### src/rehc_pkg.sv
// ----------------------------------------------------------------------------
// rehc_pkg
// shared types and constants of the road entry hourly counter
// ----------------------------------------------------------------------------
package rehc_pkg;

  localparam int MAX_VEHICLES = 256;
  localparam int DAYS         = 30;
  localparam int HOURS        = 24;
  localparam int COUNT_WIDTH  = 16;
  localparam int COORD_WIDTH  = 10;

  // field widths of the stream items
  localparam int VID_FIELD_W = 8;
  localparam int HEAD_W      = 2;
  localparam int DAY_W       = 5;
  localparam int HOUR_W      = 5;

  localparam int NUM_BINS = DAYS * HOURS;
  localparam int BIN_W    = (NUM_BINS > 1) ? $clog2(NUM_BINS) : 1;
  localparam int VID_W    = (MAX_VEHICLES > 1) ? $clog2(MAX_VEHICLES) : 1;

  localparam logic [COUNT_WIDTH-1:0] COUNT_MAX = '1;

  // configuration port
  localparam int CFG_IDX_W  = 3;
  localparam int CFG_DATA_W = COORD_WIDTH;

  typedef enum logic [CFG_IDX_W-1:0] {
    CFG_ROAD_ENABLED    = 3'd0,
    CFG_ROAD_HORIZONTAL = 3'd1,
    CFG_ROAD_START_X    = 3'd2,
    CFG_ROAD_START_Y    = 3'd3,
    CFG_ROAD_END_X      = 3'd4,
    CFG_ROAD_END_Y      = 3'd5
  } cfg_idx_t;

  typedef enum logic {
    REQ_OBSERVE = 1'b0,
    REQ_READ    = 1'b1
  } req_t;

  typedef enum logic [HEAD_W-1:0] {
    HEAD_RIGHT = 2'd0,
    HEAD_LEFT  = 2'd1,
    HEAD_UP    = 2'd2,
    HEAD_DOWN  = 2'd3
  } head_t;

  // classified item handed from the front end to the back end
  typedef struct packed {
    logic             obs;        // observation on an enabled road, id in range
    logic             can_enter;  // heading along the road and on the segment
    logic             on;         // position on the segment
    logic [VID_W-1:0] vid;
    logic             bin_ok;
    logic [BIN_W-1:0] bin;
  } cmd_t;

  localparam int QDEPTH = 2;
  localparam int QPTR_W = 1;
  localparam int QCNT_W = 2;

  typedef struct packed {
    logic clearing;  // histogram clear pass after reset
  } back_status_t;

endpackage

### src/rehc_queue.sv
// ----------------------------------------------------------------------------
// rehc_queue
// short fifo of classified items between front and back end
// ----------------------------------------------------------------------------
module rehc_queue (
  input  logic           clk,
  input  logic           rst,
  input  logic           push,
  input  rehc_pkg::cmd_t push_cmd,
  output logic           full,
  input  logic           pop,
  output logic           empty,
  output rehc_pkg::cmd_t head
);
  import rehc_pkg::*;

  cmd_t              entries [QDEPTH];
  logic [QPTR_W-1:0] wr_ptr;
  logic [QPTR_W-1:0] rd_ptr;
  logic [QCNT_W-1:0] cnt;

  assign full  = (cnt == QCNT_W'(QDEPTH));
  assign empty = (cnt == '0);
  assign head  = entries[rd_ptr];

  always_ff @(posedge clk) begin
    if (rst) begin
      wr_ptr <= '0;
      rd_ptr <= '0;
      cnt    <= '0;
    end else begin
      if (push) begin
        wr_ptr <= wr_ptr + 1'b1;
      end
      if (pop) begin
        rd_ptr <= rd_ptr + 1'b1;
      end
      cnt <= cnt + QCNT_W'(push) - QCNT_W'(pop);
    end
  end

  always_ff @(posedge clk) begin
    if (push) begin
      entries[wr_ptr] <= push_cmd;
    end
  end

  a_no_overflow: assert property (@(posedge clk) disable iff (rst)
    full |-> !push) else $error("queue push while full");

  a_no_underflow: assert property (@(posedge clk) disable iff (rst)
    empty |-> !pop) else $error("queue pop while empty");

endmodule

### config.mk
export PLATFORM = sky130hd
export DESIGN_NAME = rehc_queue
export DESIGN_NICKNAME = d
export VERILOG_FILES = /design/src/rehc_pkg.sv /design/src/rehc_queue.sv
export SDC_FILE = /design/constraint.sdc
export NUM_CORES = 1
export LEC_CHECK = 0
export BUFFER_PORTS_ARGS = -buffer_cell sky130_fd_sc_hd__buf_2
export CAP_MARGIN = 10
export CORE_AREA = 2 2 64 66
export DETAILED_ROUTE_END_ITERATION = 8
export DIE_AREA = 0 0 66 68
export PLACE_DENSITY = 0.74
export SLEW_MARGIN = 10
export SYNTH_ARGS = -nofsm -noshare
export SYNTH_HDL_FRONTEND = slang
export SYNTH_SLANG_ARGS = --single-unit
### constraint.sdc
create_clock -name clk -period 6 [get_ports clk]
set_clock_uncertainty 0.15 [all_clocks]
set_input_delay 0 -clock clk [delete_from_list [all_inputs] [get_ports clk]]
set_output_delay 0 -clock clk [all_outputs]
set_load 0.05 [all_outputs]
==> results.md <==
* Status: completed
* Die area at 4490 um^2
* I/O Buffers at 49
* Skew-Pair Late Insertion Delay at ~290 ps
* Global-route wire length before repair at around 4500 um
* DRT iter0 DRCs at 37
* Final nets at approximately 200
* Total GRT Usage at between 10% and 20%
* Starting density of the core at 46.9%
* Async S/R FF share, synth at 0%
* Avg Cell Area, Syn at a little over 20 um^2
* Post-Syn Area at between 1500 and 2000 um^2
* Layout area overhead at 35.1%
* Boundary pin count at 50
* Setup-failing EPs final at 0
* DR DRC count at 0
* Final period util at a little over a third
* Share of layout cells above drive strength 1 at 47.1%
* Seq/Total Area, Yosys at roughly four fifths
* Post-Layout Cell Count at between 200 and 250
* Overflow after GRT at 0
* Leakage power at approximately 0.00094 uW
* Post-Place Setup Slack at roughly 4200 ps
* Worst slew pin tran at between 1000 and 1500 ps
* CTS tree: built
* RSZ-0062 raised after global routing: false
* Num CTS Buffers at 5
* Maxcap violations at 0
* TritonRoute pass-1 iters at 4
* Total power at approximately 760 uW
* Final worst setup slack at 3920 ps
* Synth Warn # at 0
* Largest net degree at the start of global routing at 23
* Yosys cell types at 11
* Min-Delay Path Class: primary input to register
* CTS resizes at 0
* Clk root buf: clkbuf_8
* Vias in the first global route at roughly 1100
* DP HPWL at just under 2000 um
* Highest clock rate at about 480 MHz
* Fin. max-slew vios at 0
* Maximum clock path buffer count at 2
* Yosys top cell area share at around three quarters
* Die Width at ~66 um
* Vias/cell at around 4.7
* Antenna-violating nets left at 0
* Initial antenna violation count at 0
* Min cycle time layout at approximately 2100 ps
* Post-Synthesis Cells at 89
* CORE AREA at 3860 um^2
* Ys flop type: edfxtp_1
* Most frequent cell after synthesis: edfxtp_1
* Worst Path Class, Setup: register to primary output
* Worst slew margin at between 20% and 30%
* DP Cell Count at 186
* GPL Wtd Cong at 0.645
* PwrDens at around 310 nW/um^2
* Post-synth top cells: 44 x edfxtp_1, 22 x mux2_2, 5 x dfxtp_1, 5 x nor2_1, 3 x nor2b_1
* WL per Instance at 14.2 um
* Via count at roughly 1000
* WP data arrival at between 1500 and 2000 ps
* EDFF count, synth at 44
* Setup crit end kind: primary output
* CTS H-tree depth at 2
* Crit path launch type: register
* Max Fanout on Critical Path at 22
* Num rows at 23
* # clock sinks at around 50
* Peak VDD IR at roughly 170 uV
* Net Count, Synth at 117
* Critical Path RT at 5850 ps
* Leading post-synthesis cells by cell area: edfxtp_1 73%, mux2_2 14%, dfxtp_1 5.5%, ha_1 1.4%, buf_6 1.2%
* Clock transition at path regs at about 80 ps
* Post-synthesis register bit count at between 40 and 50
* Fin. Hold Viols at 0
* Setup TNS at 0 ps
* Leading area contributor after synthesis: edfxtp_1
* Die Y at around 68 um
* Antenna cells at 0
* Routed wire length at ~3100 um
* Layout Utilization at roughly 63%
## flip-flops by register name, indices dropped and copies added, names as in the netlist, named ones only
signal   count
entries     44
wr_ptr       1
rd_ptr       1
cnt          2
## cell type report
type | count | area (um^2)
Multi-Input combinational cell | 36 | 359
Clock inverter | 3 | 17.5
Timing Repair Buffer | 75 | 505
Fill cell | 288 | 1410
Clock buffer | 5 | 68.8
Tap cell | 50 | 62.6
Sequential cell | 49 | 1420
Inverter | 2 | 7.51
## report_power, final
group | switching (uW) | internal [uW]
Combinational | 105 | 58.2
Sequential | 13.1 | 397
Clock | 103 | 80.4
Total | 221 | 536
## layout by cell type (no fill, tap or decap), drive strengths merged, types with 2 or more instances in the layout
cell type and count:
edfxtp 44, ha 2, buf 49, dfxtp 5, clkinv 2, nor2 5, dlygate4sd3 26, xnor2 2
mux2 22, nor2b 3, clkbuf 5, inv 2
## layer usage
layer	share of wire (%)	wire length (um)	vias to the layer above	track usage, %
met1	37	1150	498	15.2
li1	-	-	492	-
met2	56	1740	34	25.6
met3	5.4	167	7	4.61
met5	0	0	-	0
met4	2.0	61	0	7.65
## logic make-up after synthesis
logic type	after synthesis	synth area share, %
flops	49	78.6
mux	22	13.7
simple gates	9	2.42
buf+inv	4	1.66
xor+xnor	3	2.21
fa+ha+maj	2	1.38
## critical path, cell delays in order, from the launching register on
cell and delay, ps:
dfxtp_1 980, mux2_2 440, buf_2 220
## worst paths after layout
| path | from | slack [ps] | to | cells after the start |
|---|---|---|---|---|
| worst max-delay path | register | 3920 | head[5] | 2 |
| worst min-delay path | push_cmd[11] | 270 | entries[1][11] | 2 |
| worst max register to register | wr_ptr | 4260 | entries[0][21] | 1 |
| worst min register to register | rd_ptr | 390 | register | 2 |
## timing repair
action	4_1_cts	5_1_grt
hold buffers	26	0
setup buffers	0	0
endpoints found under the hold margin	49	0
## stage by stage
| step | hold slack (ps) | area, um^2 |
|---|---|---|
| 2_1_floorplan | -78.4 | 1810 |
| 3_3_place_gp | 37.2 | 2100 |
| 3_5_place_dp | 42.3 | 2100 |
| 4_1_cts | 259 | 2440 |
| 5_1_grt | 270 | 2440 |
| 6_report | 274 | 2440 |
(Power assumes the default switching activity.)
