<file path="config.mk">
export PLATFORM = sky130hd
export DESIGN_NAME = rehc_front
export DESIGN_NICKNAME = d
export VERILOG_FILES = /design/src/rehc_pkg.sv /design/src/rehc_front.sv
export SDC_FILE = /design/constraint.sdc
export NUM_CORES = 1
export LEC_CHECK = 0
export BUFFER_PORTS_ARGS = -buffer_cell sky130_fd_sc_hd__buf_2
export CAP_MARGIN = 10
export CORE_ASPECT_RATIO = 0.7
export CORE_MARGIN = 5
export CORE_UTILIZATION = 50
export DETAILED_ROUTE_END_ITERATION = 7
export GPL_ROUTABILITY_DRIVEN = 0
export PLACE_DENSITY = 0.76
export SLEW_MARGIN = 20
export SYNTH_ARGS = -nofsm -noshare
export SYNTH_HDL_FRONTEND = slang
export SYNTH_SLANG_ARGS = --single-unit
</file>
<file path="constraint.sdc">
create_clock -name clk -period 7.53 [get_ports clk]
set_clock_uncertainty 0.15 [all_clocks]
set_input_delay 1.1295 -clock clk [delete_from_list [all_inputs] [get_ports clk]]
set_output_delay 1.1295 -clock clk [all_outputs]
set_load 0.02 [all_outputs]
</file>
<file path="src/rehc_pkg.sv">
// ----------------------------------------------------------------------------
// rehc_pkg
// shared types and constants of the road entry hourly counter
// ----------------------------------------------------------------------------
package rehc_pkg;

  localparam int MAX_VEHICLES = 256;
  localparam int DAYS         = 30;
  localparam int HOURS        = 24;
  localparam int COUNT_WIDTH  = 16;
  localparam int COORD_WIDTH  = 10;

  // field widths of the stream items
  localparam int VID_FIELD_W = 8;
  localparam int HEAD_W      = 2;
  localparam int DAY_W       = 5;
  localparam int HOUR_W      = 5;

  localparam int NUM_BINS = DAYS * HOURS;
  localparam int BIN_W    = (NUM_BINS > 1) ? $clog2(NUM_BINS) : 1;
  localparam int VID_W    = (MAX_VEHICLES > 1) ? $clog2(MAX_VEHICLES) : 1;

  localparam logic [COUNT_WIDTH-1:0] COUNT_MAX = '1;

  // configuration port
  localparam int CFG_IDX_W  = 3;
  localparam int CFG_DATA_W = COORD_WIDTH;

  typedef enum logic [CFG_IDX_W-1:0] {
    CFG_ROAD_ENABLED    = 3'd0,
    CFG_ROAD_HORIZONTAL = 3'd1,
    CFG_ROAD_START_X    = 3'd2,
    CFG_ROAD_START_Y    = 3'd3,
    CFG_ROAD_END_X      = 3'd4,
    CFG_ROAD_END_Y      = 3'd5
  } cfg_idx_t;

  typedef enum logic {
    REQ_OBSERVE = 1'b0,
    REQ_READ    = 1'b1
  } req_t;

  typedef enum logic [HEAD_W-1:0] {
    HEAD_RIGHT = 2'd0,
    HEAD_LEFT  = 2'd1,
    HEAD_UP    = 2'd2,
    HEAD_DOWN  = 2'd3
  } head_t;

  // classified item handed from the front end to the back end
  typedef struct packed {
    logic             obs;        // observation on an enabled road, id in range
    logic             can_enter;  // heading along the road and on the segment
    logic             on;         // position on the segment
    logic [VID_W-1:0] vid;
    logic             bin_ok;
    logic [BIN_W-1:0] bin;
  } cmd_t;

  localparam int QDEPTH = 2;
  localparam int QPTR_W = 1;
  localparam int QCNT_W = 2;

  typedef struct packed {
    logic clearing;  // histogram clear pass after reset
  } back_status_t;

endpackage

</file>
<file path="src/rehc_front.sv">
// ----------------------------------------------------------------------------
// rehc_front
// road registers and classification of incoming items
// ----------------------------------------------------------------------------
module rehc_front (
  input  logic                            clk,
  input  logic                            rst,
  input  logic                            cfg_we,
  input  logic [rehc_pkg::CFG_IDX_W-1:0]  cfg_index,
  input  logic [rehc_pkg::CFG_DATA_W-1:0] cfg_data,
  input  logic                            req_type,
  input  logic [rehc_pkg::VID_FIELD_W-1:0] vehicle_id,
  input  logic [rehc_pkg::COORD_WIDTH-1:0] pos_x,
  input  logic [rehc_pkg::COORD_WIDTH-1:0] pos_y,
  input  logic [rehc_pkg::HEAD_W-1:0]     heading,
  input  logic [rehc_pkg::DAY_W-1:0]      day_index,
  input  logic [rehc_pkg::HOUR_W-1:0]     hour_index,
  output rehc_pkg::cmd_t                  cmd
);
  import rehc_pkg::*;

  logic                   road_enabled;
  logic                   road_horizontal;
  logic [COORD_WIDTH-1:0] road_start_x;
  logic [COORD_WIDTH-1:0] road_start_y;
  logic [COORD_WIDTH-1:0] road_end_x;
  logic [COORD_WIDTH-1:0] road_end_y;

  logic on_h, on_v, on_seg, along;

  always_ff @(posedge clk) begin
    if (rst) begin
      road_enabled    <= 1'b0;
      road_horizontal <= 1'b1;
      road_start_x    <= '0;
      road_start_y    <= '0;
      road_end_x      <= '0;
      road_end_y      <= '0;
    end else if (cfg_we) begin
      case (cfg_idx_t'(cfg_index))
        CFG_ROAD_ENABLED:    road_enabled    <= cfg_data[0];
        CFG_ROAD_HORIZONTAL: road_horizontal <= cfg_data[0];
        CFG_ROAD_START_X:    road_start_x    <= cfg_data[COORD_WIDTH-1:0];
        CFG_ROAD_START_Y:    road_start_y    <= cfg_data[COORD_WIDTH-1:0];
        CFG_ROAD_END_X:      road_end_x      <= cfg_data[COORD_WIDTH-1:0];
        CFG_ROAD_END_Y:      road_end_y      <= cfg_data[COORD_WIDTH-1:0];
        default: ;
      endcase
    end
  end

  always_comb begin
    on_h   = (pos_x >= road_start_x) && (pos_x <= road_end_x) && (pos_y == road_start_y);
    on_v   = (pos_y >= road_start_y) && (pos_y <= road_end_y) && (pos_x == road_start_x);
    on_seg = road_horizontal ? on_h : on_v;
    along  = road_horizontal ? (heading == HEAD_RIGHT || heading == HEAD_LEFT)
                             : (heading == HEAD_UP || heading == HEAD_DOWN);

    cmd.obs       = (req_type == REQ_OBSERVE) && road_enabled &&
                    (32'(vehicle_id) < MAX_VEHICLES);
    cmd.on        = on_seg;
    cmd.can_enter = on_seg && along;
    cmd.vid       = vehicle_id[VID_W-1:0];
    cmd.bin_ok    = (32'(day_index) < DAYS) && (32'(hour_index) < HOURS);
    // day * hours + hour, constant multiply
    cmd.bin       = cmd.bin_ok ? BIN_W'(32'(day_index) * HOURS + 32'(hour_index)) : '0;
  end

endmodule

</file>
==> reports/metrics.cfg, run 1 <==
[synthesis]
ys_top_cells_by_area=dfxtp_1 (28%), ha_1 (19%), nand2_1 (12%)
yosysTopAreaCell=dfxtp_1
synthCells=402
yosys_warnings=0
synth_edf_count=0
ys_ff_latch=42
syn_area_um2=3030
ys_seq_area_share_pct=27.8
yosysUniqueCellTypes=49
synth_ff_type=dfxtp_1
synth_top_area_share_pct=27.8
synth_nets=508
ys_top_cells_by_count=nand2_1 (97), a21oi_1 (56), ha_1 (47)
yosysMostFrequentCell=nand2_1
avgSynthCellArea_um2=7.53
synthArstFlopShare_pct=0

[drt]
drt_wl_total_mm=7.31
drcViolationCount=0
postRouteAntennaNets=0
drtPass1Iterations=4
wl_per_cell_um=13.8
post_drt_via_cell_ratio=5.38
num_vias=2838
drt_iter0_drc=121

[sta]
finalMaxSlewViolations=0
setup_ws_ns=3.06
setup_tns_ns=0
setup_viol=0
finalCritPeriodShare_pct=59.3
worst_pin_slew_ns=0.825
rsz0062_at_grt=false
slew_headroom_pct=44.7
max_freq_mhz=224
post-route-min-period_ns=4.47
final_hold_viol_count=0

[die]
io_pins=79
core-area_um2=5780
rows=23
die_area_um2=7730
die_h_um=75.1
start_util_pct=52.3
die-width_um=103

[setup_path]
crit_slowest_cell=fa_1
worstPathRequired_ns=6.25
critical_path.cell_chain=buf_2 -> ha_1 -> fa_1 -> and3b_1 -> o31ai_2 -> nand3_2 -> o32a_1 -> o21ai_1 -> buf_2
crit_arrival_ns=3.19
max_stage_delay_ns=0.42
critPathMostFrequentCell=buf_2
crit_path_max_fanout=3
path_delay_family=compound AO/OA/AOI/OAI gates
crit_path_end_kind=output pin
start_kind=primary input
critPathBufInv=2
critPathKind=primary input to output pin

[clock_tree]
cts-htree-levels=2
clk_latency_ns=0.29
cts_max_path_buffers=2
path_clk_slew_ns=0.08
cts_tree=yes
post_cts_buffers=0
ctsResizeCount=0
cts_made_buffers=5
cts_hold_buf=0
cts_sinks=42
cts-root-buf=clkbuf_8

[placement]
post-place-ws_ns=3.09
hpwl_mm=5.94
io_buffers=61

[global_routing]
grt_pass1_wl_mm=12.2
overflow=0
antenna_found_initial=0
grt_pass1_vias=2755
grt_max_degree=43
grt_usage_pct=19.9

[final_layout]
nNetsFinal=558
seqCellArea_um2=841
fillCellCount=529
layout-drive-gt1-share_pct=17.2
multi_input_area_um2=1900
antenna_cells=0
area_delta_synth_final_pct=12.9

[flow_run]
timing.max_cap.violations=0

[pwr]
leakagePower_nw=1.42
power.density_nw_per_um2=147
ir_worst_vdd_mv=0.0953

[outcome]
status=finished clean

[min_path]
min_path_type=flip-flop to flip-flop

registers in the layout (all words and copies together), names as in the netlist:
signal	cells
road_end_x	10
road_end_y	10
road_start_x	10
road_start_y	10
road_enabled	1
road_horizontal	1
layer usage:
metal	vias up	routed length (um)	part of all wire (%)	global-route usage, %
met3	10	440	6.0	4.07
met5	-	0	0	0
met1	1313	3590	49	28.1
met4	0	45	0.62	4.02
li1	1447	-	-	-
met2	68	3230	44	31.8
cells by family after synthesis:
family,Yosys count,synth area share (%)
adders and majority gates,49,20.8
DFF,42,27.8
muxes,2,0.662
xor gates and xnor gates,5,1.45
AOI/OAI and AO/OA,86,16.7
and+or+nand+nor,153,23.4
buffers and inverters,65,9.26
area by class of cell:
class / instances / area share [%]
Clock buffer: 6 / 2.42
Clock inverter: 2 / 0.366
Inverter: 47 / 5.16
Multi-Input combinational cell: 295 / 55.8
Sequential cell: 42 / 24.6
Tap cell: 75 / 2.75
Timing Repair Buffer: 61 / 8.94
final timing paths:
check | start | end | slack [ns] | cells past startpoint
worst max-delay path | day_index[1] | cmd[9] | 3.06 | 9
worst min-delay path | road_end_x[5]$_SDFFE_PP0P_ | road_end_x[5]$_SDFFE_PP0P_ | 0.31 | 2
worst max register to register | road_horizontal$_SDFFE_PP1P_ | road_horizontal$_SDFFE_PP1P_ | 6.68 | 2
worst min register to register | road_end_x[5]$_SDFFE_PP0P_ | road_end_x[5]$_SDFFE_PP0P_ | 0.31 | 2
worst min-delay path, stage by stage (launching register included):
cell	delay (ns)
dfxtp_1	0.31
nand2_1	0.05
a21oi_1	0.05
placed cells by master, fill, tap and decap left out, drive strengths merged, types with 3 or more instances in the layout:
cell    instances
a21oi          56
a21o            4
xnor2           3
buf            61
o21ai           9
nand2b          4
clkbuf          6
nand3           9
ha             47
dfxtp          42
nand4           5
a211oi          4
nor2           12
nand2          97
nor3            7
and2            4
inv            46
nor2b           3
per-stage QoR:
stage / hold slack (ns) / area [um^2] / std cells / utilization, % / power [mW]
2_1_floorplan: 0.282 / 3030 / 402 / - / 0.320
3_3_place_gp: 0.293 / 3320 / 520 / 57.4 / 0.352
3_5_place_dp: 0.297 / 3320 / 520 / 57.4 / 0.357
4_1_cts: 0.308 / 3420 / 528 / 59.1 / 0.507
5_1_grt: 0.321 / 3420 / 528 / 59.1 / 0.534
6_report: 0.306 / 3420 / 528 / 59.1 / 0.503
power breakdown:
group | leakage, nW | total [mW] | internal, mW | switching [mW]
Sequential | 0.340 | 0.229 | 0.227 | 0.00240
Combinational | 1.03 | 0.123 | 0.0500 | 0.0728
Clock | 0.0472 | 0.151 | 0.0737 | 0.0778
(Power assumes the default switching activity.)
==> run 2: changes to the inputs <==
--- a/config.mk
+++ b/config.mk
@@ -9,7 +9,7 @@
 export CAP_MARGIN = 10
 export CORE_ASPECT_RATIO = 0.7
 export CORE_MARGIN = 5
-export CORE_UTILIZATION = 50
+export CORE_UTILIZATION = 48
 export DETAILED_ROUTE_END_ITERATION = 7
 export GPL_ROUTABILITY_DRIVEN = 0
 export PLACE_DENSITY = 0.76
==> constraint.sdc (replaced) <==
create_clock -name clk -period 3.85 [get_ports clk]
set_clock_uncertainty 0.15 [all_clocks]
set_input_delay 0.5775 -clock clk [delete_from_list [all_inputs] [get_ports clk]]
set_output_delay 0.5775 -clock clk [all_outputs]
set_load 0.02 [all_outputs]
==> run 2 against run 1 <==
  * Utilization down 3.8 points
  * Non-clock buffer count unchanged
  * Register-to-register slack got worse by 3.7 ns
  * Combinational power rose by 94%
  * Flip-flop and latch count is the same
  * Worst setup slack got worse by 2.6 ns
  * Worst hold slack about the same
  * Global-route usage fell by 2.0 points
  * Clock-buffer cell count increased by 1
  * First-iteration DRC count grew 19%
  * Routed wire length fell by 1.8%
  * Final area did not move
==> reports/metrics.cfg, run 2 (synthesis gave the netlist of run 1 again) <==
[outcome]
status=finished clean

[final_layout]
nNetsFinal=558  ; unchanged
fillCellCount=595  ; +12%
final_core_util_pct=55.2  ; -3.8 points
seqCellArea_um2=841  ; unchanged
area_delta_synth_final_pct=12.9  ; unchanged
mostFrequentLayoutCells=nand2_1 (97), buf_2 (61), a21oi_1 (56)
fin_area_um2=3420  ; unchanged
antenna_cells=0  ; unchanged
final_common_cell=nand2_1
layout-drive-gt1-share_pct=17.0  ; -0.22 points
multi_input_area_um2=1900  ; unchanged

[sta]
setup_ws_ns=0.503  ; -2.56 ns
finalMaxSlewViolations=0  ; unchanged
setup_viol=0  ; unchanged
rsz0062_at_grt=false
post-route-min-period_ns=3.35
max_freq_mhz=299
final_hold_viol_count=0  ; unchanged
setup_tns_ns=0  ; unchanged
worst_pin_slew_ns=0.751  ; -0.0742 ns
slew_headroom_pct=49.9  ; +5.2 points
finalCritPeriodShare_pct=86.9

[global_routing]
overflow=0  ; unchanged
grt_max_degree=43  ; unchanged
grt_pass1_wl_mm=12.2  ; +0.11%
grt_pass1_vias=2812  ; +2.1%
grt_usage_pct=17.9  ; -2.0 points
antenna_found_initial=0  ; unchanged

[clock_tree]
cts_max_path_buffers=2  ; unchanged
clk_latency_ns=0.29  ; about the same
cts-root-buf=clkbuf_8
cts_sinks=42  ; unchanged
cts_made_buffers=5  ; unchanged
cts_tree=yes
ctsResizeCount=0  ; unchanged
post_cts_buffers=0  ; unchanged
cts_hold_buf=0  ; unchanged
path_clk_slew_ns=0.08  ; about the same
cts-htree-levels=2  ; unchanged

[drt]
post_drt_via_cell_ratio=5.28  ; -1.7%
postRouteAntennaNets=0  ; unchanged
drt_iter0_drc=144  ; +19%
wl_per_cell_um=13.5  ; -2.3%
drcViolationCount=0  ; unchanged
num_vias=2805  ; -1.2%
drt_wl_total_mm=7.18  ; -1.8%
drtPass1Iterations=4  ; unchanged

[flow_run]
timing.max_cap.violations=0  ; unchanged

[die]
core-area_um2=6190  ; +6.9%
io_pins=79  ; unchanged
die_area_um2=8020  ; +3.7%
start_util_pct=48.9  ; -3.4 points
die-width_um=105  ; +1.9%
die_h_um=76.4  ; +1.8%
rows=24  ; +4.3%

[setup_path]
start_kind=primary input
crit_path_max_fanout=3  ; unchanged
crit_path_end_kind=output pin
crit_arrival_ns=2.62  ; -0.57 ns
critPathKind=primary input to output pin
worstPathRequired_ns=3.12  ; -3.13 ns

[placement]
io_buffers=61  ; unchanged
hpwl_mm=5.93  ; about the same
detailed_place.area_um2=3320  ; +0.11%
post-place-ws_ns=0.518  ; -2.57 ns

[min_path]
min_path_type=flip-flop to flip-flop

[pwr]
power.density_nw_per_um2=289  ; +96%
ir_worst_vdd_mv=0.298  ; +210%
leakagePower_nw=1.42  ; about the same

-- run 2: cell types whose count changed in the layout (fill, tap and decap cells not counted) --
cell,change
clkbuf_1,+1
clkinvlp_4,-1
-- run 2: path summary, 6_finish.rpt --
| path | from | to | slack [ns] | cells after the start |
|---|---|---|---|---|
| max | day_index[1] | cmd[9] | 0.50 | 9 |
| min | road_end_x[5]$_SDFFE_PP0P_ | road_end_x[5]$_SDFFE_PP0P_ | 0.31 | 2 |
| max reg2reg | road_horizontal$_SDFFE_PP1P_ | road_horizontal$_SDFFE_PP1P_ | 3.01 | 2 |
| min reg2reg | road_end_x[5]$_SDFFE_PP0P_ | road_end_x[5]$_SDFFE_PP0P_ | 0.31 | 2 |
-- run 2: cell type report --
type | instances | area share (%)
repair buffers | 61 | 8.94
clock inverters | 1 | 0.147
flip-flops and latches | 42 | 24.6
well taps | 78 | 2.86
clock buffers | 7 | 2.53
inverters | 47 | 5.16
multi-input cells | 295 | 55.8
-- run 2: metrics by stage --
stage | cells | hold slack, ns | power [mW]
final | 531 | 0.307 | 0.986
after global routing | 531 | 0.329 | 1.04
after CTS | 531 | 0.308 | 0.988
after detailed placement | 523 | 0.297 | 0.698
after global placement | 523 | 0.294 | 0.687
after floorplan | 402 | 0.282 | 0.626
-- run 2: critical path, stage by stage --
cell and delay (ns):
buf_2 0.13, ha_1 0.21, fa_1 0.41, and3b_1 0.22, o31ai_2 0.33, nand3_2 0.13, o32a_1 0.36, o21ai_1 0.07
buf_2 0.18
-- run 2: layer usage --
metal  up-vias  routed length [um]  GRT usage [%]
met1      1275                3440           24.5
met4         0                  42           3.07
met2        82                3250           28.8
li1       1443                   -              -
met5         -                   0              0
met3         5                 445           4.49
-- run 2: where the power goes --
part           total, mW  leakage [nW]  switching [mW]  internal (mW)
clock network      0.299        0.0482           0.154          0.145
logic              0.239          1.03           0.142         0.0973
registers          0.448         0.340         0.00484          0.443
